## src/sv/ppr_pkg.sv

```systemverilog
`timescale 1ns / 1ps
// Shared types, constants and helpers of the vertex projection pipeline.
package ppr_pkg;

    // Fixed-point format of coordinates and factors
    localparam int FRAC_BITS  = 13;
    localparam int NEAR_FLOOR = ((1 << FRAC_BITS) + 50) / 100;
    // Orthographic divisor base: pixel denominator 2^(2F+1) split as base << (F+2)
    localparam int ORTHO_BASE = 1 << (FRAC_BITS - 1);

    // Divider geometry: non-negative dividend, divisor, quotient bits
    localparam int DIV_NW  = 63;
    localparam int DIV_DW  = 32;
    localparam int DIV_QB  = DIV_DW - 1;
    localparam int DIV_LAT = DIV_QB + 1;

    localparam int FRONT_LAT = 3;
    localparam int BACK_LAT  = 4;
    localparam int PIPE_LAT  = FRONT_LAT + DIV_LAT + BACK_LAT + DIV_LAT + 1;

    // Projection modes
    localparam logic [1:0] MODE_ORTHO  = 2'd0;
    localparam logic [1:0] MODE_PERSP3 = 2'd1;
    localparam logic [1:0] MODE_PERSP4 = 2'd2;

    // Register indexes
    localparam logic [2:0] CFG_MODE   = 3'd0;
    localparam logic [2:0] CFG_WIDTH  = 3'd1;
    localparam logic [2:0] CFG_HEIGHT = 3'd2;
    localparam logic [2:0] CFG_OSCALE = 3'd3;
    localparam logic [2:0] CFG_CAMD   = 3'd4;
    localparam logic [2:0] CFG_FOC3   = 3'd5;
    localparam logic [2:0] CFG_HYPD   = 3'd6;
    localparam logic [2:0] CFG_FOC4   = 3'd7;

    typedef struct packed {
        logic [1:0]  mode;
        logic [12:0] width;
        logic [12:0] height;
        logic [14:0] ortho_scale;
        logic [15:0] cam_dist;
        logic [15:0] focal3;
        logic [15:0] hyper_dist;
        logic [15:0] focal4;
    } t_cfg;

    // Request data carried alongside the 4D divide
    typedef struct packed {
        logic [1:0]         mode;
        logic               near4;
        logic signed [15:0] x;
        logic signed [15:0] y;
        logic signed [15:0] z;
    } t_fside;

    // Divider operands: magnitude form of a floor division
    typedef struct packed {
        logic [DIV_NW-1:0] num;
        logic [DIV_DW-1:0] den;
        logic              neg;
    } t_divreq;

    // Floor of n/d for signed n: divide ~n when negative and invert the quotient
    function automatic t_divreq to_req(input logic signed [DIV_NW-1:0] n,
                                       input logic [DIV_DW-1:0] d);
        t_divreq r;
        r.neg = n[DIV_NW-1];
        r.num = r.neg ? ~n : n;
        r.den = d;
        return r;
    endfunction

endpackage

```

## src/sv/ppr_front.sv

```systemverilog
`timescale 1ns / 1ps
// 4D depth offset, products and divide operands for the 4D-to-3D step.
module ppr_front
    import ppr_pkg::*;
(
    input  logic               i_clk,
    input  logic               i_en,
    input  t_cfg               i_cfg,
    input  logic signed [15:0] i_x,
    input  logic signed [15:0] i_y,
    input  logic signed [15:0] i_z,
    input  logic signed [15:0] i_w,
    output t_fside             o_side,
    output t_divreq            o_req_x,
    output t_divreq            o_req_y,
    output t_divreq            o_req_z
);

    logic signed [17:0] w_off;
    logic               w_near;
    logic signed [32:0] w_xf, w_yf, w_zf;
    logic signed [45:0] w_ax;
    logic [29:0]        w_dd;
    logic signed [33:0] w_ny, w_nz;
    logic signed [47:0] w_nx;

    logic [16:0]        r1_off;
    logic [12:0]        r1_wdiv;
    logic signed [31:0] r1_xf, r1_yf, r1_zf;
    t_fside             r1_side;

    logic signed [45:0] r2_ax;
    logic [29:0]        r2_dd;
    logic signed [33:0] r2_ny, r2_nz;
    logic [17:0]        r2_doff;
    t_fside             r2_side;

    // Stage 1: offset w, floor it, scale coordinates by the 4D focal factor
    assign w_off  = {{2{i_w[15]}}, i_w} + $signed({2'b00, i_cfg.hyper_dist});
    assign w_near = (w_off < $signed(18'(NEAR_FLOOR)));
    assign w_xf   = i_x * $signed({1'b0, i_cfg.focal4});
    assign w_yf   = i_y * $signed({1'b0, i_cfg.focal4});
    assign w_zf   = i_z * $signed({1'b0, i_cfg.focal4});

    always_ff @(posedge i_clk) begin
        if (i_en) begin
            r1_off        <= w_near ? 17'(NEAR_FLOOR) : w_off[16:0];
            r1_wdiv       <= (i_cfg.width == '0) ? 13'd1 : i_cfg.width;
            r1_xf         <= w_xf[31:0];
            r1_yf         <= w_yf[31:0];
            r1_zf         <= w_zf[31:0];
            r1_side.mode  <= i_cfg.mode;
            r1_side.near4 <= w_near;
            r1_side.x     <= i_x;
            r1_side.y     <= i_y;
            r1_side.z     <= i_z;
        end
    end

    // Stage 2: aspect product, divisor and rounding numerators of y and z
    assign w_ax = r1_xf * $signed({1'b0, i_cfg.height});
    assign w_dd = r1_wdiv * r1_off;
    assign w_ny = $signed({r1_yf[31], r1_yf, 1'b0}) + $signed({17'b0, r1_off});
    assign w_nz = $signed({r1_zf[31], r1_zf, 1'b0}) + $signed({17'b0, r1_off});

    always_ff @(posedge i_clk) begin
        if (i_en) begin
            r2_ax   <= w_ax;
            r2_dd   <= w_dd;
            r2_ny   <= w_ny;
            r2_nz   <= w_nz;
            r2_doff <= {r1_off, 1'b0};
            r2_side <= r1_side;
        end
    end

    // Stage 3: round half up as floor((2a + d) / 2d)
    assign w_nx = $signed({r2_ax[45], r2_ax, 1'b0}) + $signed({18'b0, r2_dd});

    always_ff @(posedge i_clk) begin
        if (i_en) begin
            o_req_x <= to_req(DIV_NW'(w_nx), DIV_DW'({r2_dd, 1'b0}));
            o_req_y <= to_req(DIV_NW'(r2_ny), DIV_DW'(r2_doff));
            o_req_z <= to_req(DIV_NW'(r2_nz), DIV_DW'(r2_doff));
            o_side  <= r2_side;
        end
    end

endmodule

```

## config.mk

```make
export PLATFORM = sky130hd
export DESIGN_NAME = ppr_front
export DESIGN_NICKNAME = d
export VERILOG_FILES = /design/src/sv/ppr_pkg.sv /design/src/sv/ppr_front.sv
export SDC_FILE = /design/constraint.sdc
export NUM_CORES = 2
export LEC_CHECK = 0
export BUFFER_PORTS_ARGS = -buffer_cell sky130_fd_sc_hd__buf_2
export CELL_PAD_IN_SITES_DETAIL_PLACEMENT = 1
export CELL_PAD_IN_SITES_GLOBAL_PLACEMENT = 1
export CORE_MARGIN = 5
export CORE_UTILIZATION = 50
export CTS_CLUSTER_DIAMETER = 80
export DETAILED_ROUTE_END_ITERATION = 8
export GPL_ROUTABILITY_DRIVEN = 1
export PLACE_DENSITY_LB_ADDON = 0.1
export RECOVER_POWER = 100
export SYNTH_ARGS = -nofsm -noshare
export SYNTH_HDL_FRONTEND = slang
export SYNTH_SLANG_ARGS = --single-unit
export TNS_END_PERCENT = 30
```

## constraint.sdc

```tcl
create_clock -name i_clk -period 7.4 [get_ports i_clk]
set_input_delay 0 -clock i_clk [delete_from_list [all_inputs] [get_ports i_clk]]
set_output_delay 0 -clock i_clk [all_outputs]
set_load 0.01 [all_outputs]
```

# Word level (Yosys, flattened, before mapping)
# Cells that the tools add are included.
[word_totals]
memories = 0
wordCells = 53
mem_bits_ro = 0
latch_bits = 0
inputBits = 173
regBits = 679
output_inout_bits = 339
ram_bits = 0
[op_classes]
n_reduce_logical = 1
div_mod_pow = 0
magnitude_cmp = 1
muxes = 3
mul = 5
n_shift = 0
n_addsub = 4
eq_ne = 0
bitwise = 3
[op_table]
columns = ["op", "n"]
rows = [
  ["$not A34 Y63", 2],
  ["$mul A16 B17 Y32", 3],
  ["$add A33 B18 Y34", 2],
  ["$mux W33", 2],
  ["$not A48 Y63", 1],
  ["$add A47 B31 Y48", 1],
  ["$mux W47", 1],
  ["$mul A32 B14 Y46", 1],
  ["$mul A13 B17 Y30", 1],
  ["$add A16 B17 Y18", 1],
  ["$lt A18 B8 Y1 const B", 1],
  ["$logic_not A13 Y1", 1],
]

# Logic depth before layout (Yosys ltp)
[depth]
ltp_word = 3
ltp_mapped = 26
ltp_nobuf = 24

# Least setup slack after synthesis
# OpenSTA, ideal clock, no wires.
[synth_timing]
kind = "reg-to-reg"
from = "register r1_xf[7]"
to = "register r2_ax[44], data pin"
path_buffers = 1
t_arrival_ns = 6.095
path_stages_with_launch = 23
required_ns = 7.142
setup_ns = 0.258
slack_ns = 1.047
period_less_slack_ns = 6.353
cell_sequence = "edfxtp_1 -> clkbuf_1 -> and2_1 -> fa_1 -> inv_1 -> fa_1 -> inv_1 -> fa_1 -> fa_1 -> fa_1 -> inv_1 -> fa_1 -> inv_1 -> ha_1 -> a211o_1 -> a211oi_1 -> nor3_1 -> nor4_2 -> nor2_1 -> a41oi_1 -> o21ai_1 -> a311o_1 -> xor2_1"
[synth_between]
elab_chain_cells = 1
[synth_rtl]
columns = ["item", "line_no", "source"]
rows = [
  ["from (decl)", "ppr_front.sv:29", "logic signed [31:0] r1_xf, r1_yf, r1_zf;"],
  ["from (signal assigned)", "ppr_front.sv:49", "r1_xf <= w_xf[31:0];"],
  ["$mul A32 B14 Y46", "ppr_front.sv:61", "assign w_ax = r1_xf * $signed({1'b0, i_cfg.height});"],
  ["net w_ax[44]", "ppr_front.sv:22", "logic signed [45:0] w_ax;"],
  ["to (signal assigned)", "ppr_front.sv:68", "r2_ax <= w_ax;"],
  ["to (decl)", "ppr_front.sv:32", "logic signed [45:0] r2_ax;"],
]
# The timed path passes the listed nets, and every way through them passes these cells.
# A chain may end at the register's enable or synchronous reset.

# Worst setup path after layout
[layout_timing]
from = "register r1_off[6]"
to = "register r2_dd[28], data pin"
[layout_between]
elab_chain_cells = 1
[layout_rtl]
columns = ["item", "line_no", "source"]
rows = [
  ["from (decl)", "ppr_front.sv:27", "logic [16:0] r1_off;"],
  ["from (signal assigned)", "ppr_front.sv:47", "r1_off <= w_near ? 17'(NEAR_FLOOR) : w_off[16:0];"],
  ["$mul A13 B17 Y30", "ppr_front.sv:62", "assign w_dd = r1_wdiv * r1_off;"],
  ["net w_dd[28]", "ppr_front.sv:23", "logic [29:0] w_dd;"],
  ["to (signal assigned)", "ppr_front.sv:69", "r2_dd <= w_dd;"],
  ["to (decl)", "ppr_front.sv:33", "logic [29:0] r2_dd;"],
]
# The timed path passes the listed nets, and every way through them passes these cells.

==> reports/qor.yml <==
synth_mux_area_share_pct: 0.04138
fillCellCount: 15966
io-pin-count: 512
first_pass_iters: 5
worst_slew_pin_slew_ns: 4.427
seq_area_frac_synth_pct: 24.99
initial_core_util_pct: 50.40
endpoint_kind: "flip-flop"
gp_congestion: 0.8605
drt_wl_total_um: 192300
met2WireLength_um: 95530
grt_pass1_wl_um: 309200
setup_viol: 0
postSynthAreaPerCell_um2: 10.33
synthSimpleGateAreaFrac_pct: 13.17
htreeDepth: 3
cp.arrival_ns: 7.34
maxCapViolCount: 7
wl_per_cell_um: 20.66
clock_latency_ns: 0.69
reg2reg_from: "r1_off[6]"
hold_buffers: 97
cts_setup_buffers: 0
dpl.hpwl_um: 148900
drive_gt1_share_pct: 3.986
synth.distinct_cells: 84
critical_path_class: "flip-flop to flip-flop"
multi_input_area_um2: 47210
status: "finished, violations left"
worstHoldStart: "i_cfg[17]"
netlist_instances: 7022
die_y_um: 391.0
track_usage_pct: 25.65
timing.fmax_mhz: 144.9
cp_slowest_stage_delay_ns: 0.94
cpMaxStageDelayCell: "edfxtp_1"
cp.required_ns: 7.84
min_period_over_period_pct: 93.25
min_path_type: "input port to flip-flop"
cpMostUsedCell: "inv_1"
worstHoldPathCells: 5
startpoint: "r1_off[6]"
final.setup.tns_ns: 0
drtIter0Drc: 2207
dieArea_um2: 152900
syn2layout_area_growth_pct: 8.691
synth-adder-area-share_pct: 41.66
grt_max_degree: 171
met3_length_um: 8534
clkSinkCount: 604
ctsRootBufferMaster: "clkbuf_16"
crit_fanout: 16
reg2regPathDepth: 21
ys_ff_latch: 604
antenna_found_initial: 11
io_buffers: 432
yosys_warnings: 0
via_per_inst: 5.317
clk_path_buf_depth: 3
netlist_area_um2: 72570
fp.dieW_um: 391.0
async_reset_ff_share_pct: 0
synth_xor_area_share_pct: 4.860
cts_tree: "done"
finClkSkew_ns: 0.02301
cts_resized: 0
crit_path_start_kind: "flip-flop"
clk_pin_slew_worst_paths_ns: 0.06
relSlewSlack_pct: -195.2
post-route-min-period_ns: 6.900
drc: 0
drv_slew: 683
synth_compound_area_share_pct: 5.336
ant_nets: 0
register_area_um2: 18140
drt-met1-wl_um: 82150
synth_top_family_by_area: "adder cells"
hold_violations: 0
synth-edff-count: 604
violations: "max-capacitance violations, max-slew violations"
rsz0062_at_grt: "false"
grt_pass1_vias: 56078
via_count: 49489
routed.top_layer: "met5"
synthFlopType: "edfxtp_1"
final_nets: 9254
path_cells: "nand2_1, fa_1, inv_1, fa_1, inv_1, fa_1, inv_1, ha_1, inv_1, fa_1, inv_1, ha_1, a21oi_1, o21bai_1, a2111oi_0, or3b_1, a31oi_1, or4b_1, a31o_2, a21oi_1, xnor2_1"
core_area_um2: 144000
cts_buffers: 77
grt_overflow_total: 0
fp-row-count: 139
-- metal layers --
layer,up-vias,GRT usage (%)
met5,-,0
met4,2,7.424
met2,1082,44.87
met1,25824,33.72
met3,279,3.208
li1,22302,-
-- layout make-up --
cell class              instances  share of cell area, %
diodes                          4                0.01269
clock buffers                  87                  2.517
clock inverters                51                 0.8439
inverters                    1378                  6.559
multi-input cells            4666                  59.86
flip-flops and latches        604                  22.99
well taps                    1903                  3.019
repair buffers                615                  4.199
-- registers in the layout, summed over array words and instances, names as in the netlist --
register,cells
o_req_x,79
o_req_z,52
o_side,51
r1_side,51
r2_side,51
r2_ax,46
o_req_y,35
r2_ny,34
r2_nz,33
r1_xf,32
r1_yf,32
r1_zf,32
r2_dd,30
r1_off,17
r2_doff,16
r1_wdiv,13
-- cells in the mapped netlist (all sizes together), types with 6 or more instances --
| cell type | instances | area share, % |
|---|---|---|
| nor3b | 7 | 0.072 |
| ha | 610 | 11 |
| a21o | 93 | 0.96 |
| o31a | 6 | 0.072 |
| o211ai | 10 | 0.10 |
| a211oi | 15 | 0.16 |
| o21bai | 33 | 0.34 |
| nand2b | 48 | 0.41 |
| nor4 | 13 | 0.13 |
| edfxtp | 604 | 25 |
| xor2 | 151 | 1.8 |
| fa | 1129 | 31 |
| o21a | 28 | 0.29 |
| a31oi | 25 | 0.24 |
| nor3 | 40 | 0.28 |
| buf | 132 | 1.4 |
| xnor2 | 220 | 3.0 |
| inv | 1377 | 7.1 |
| or2 | 12 | 0.10 |
| a21boi | 7 | 0.072 |
| a31o | 6 | 0.072 |
| clkbuf | 276 | 1.4 |
| nand3b | 7 | 0.072 |
| o21ai | 115 | 0.80 |
| nand2 | 787 | 4.1 |
| o31ai | 15 | 0.16 |
| a211o | 7 | 0.084 |
| nand4 | 25 | 0.22 |
| nor2 | 157 | 0.81 |
| a21oi | 191 | 1.3 |
| nor2b | 29 | 0.25 |
| and3 | 32 | 0.28 |
| nand3 | 47 | 0.32 |
| and2 | 682 | 5.9 |
| or3 | 10 | 0.086 |
-- critical path: cells and delay by family, from the launching register on --
kind | cells | cell delay [ns]
adder cells (fa/ha/maj) | 6 | 2.59
AO/OA/AOI/OAI | 6 | 1.65
AND/OR/NAND/NOR | 3 | 1.00
flip-flops | 1 | 0.94
XOR/XNOR | 1 | 0.25
buffers and inverters | 5 | 0.23
-- through the flow --
step	hold WS [ns]	instances	util (%)	instance area (um2)	setup slack (ns)
finish	0.07072	9308	54.78	78880	0.4998
global placement	0.1835	9069	52.76	75980	0.5790
detailed placement	0.1825	9069	52.76	75980	0.4804
CTS	0.001126	9304	55.28	79600	0.4793
floorplan	0.09887	7056	-	72700	1.047
global route	0.05213	9306	54.77	78870	0.09549
-- cells in the final DEF, fill, tap and decap left out, types with 93 or more instances in the layout --
cell / n
a21oi_1: 191
ha_1: 610
xnor2_1: 205
edfxtp_1: 604
o21ai_0: 114
fa_1: 1129
and2_1: 647
nor2_1: 157
inv_1: 1375
a21o_1: 93
xor2_1: 151
nand2_1: 787
dlygate4sd3_1: 97
clkbuf_1: 394
-- cell families (layout without fill, tap and decap cells) --
logic type | Yosys count | count (layout)
simple gates | 1912 | 1912
buf+inv | 1786 | 2131
compound gates | 604 | 604
xor+xnor | 373 | 373
fa+ha+maj | 1739 | 1739
mux | 3 | 3
other cells | 1 | 39
flops | 604 | 604
-- worst paths after layout --
path	slack (ns)	to
worst max-delay path	0.50	r2_dd[28]
worst min register to register	0.41	o_side[28]
worst max register to register	0.50	r2_dd[28]
worst min-delay path	0.07	r1_off[2]
Power is not shown: default switching activity piles up to over one toggle a cycle in this logic, so the estimate is an artifact.
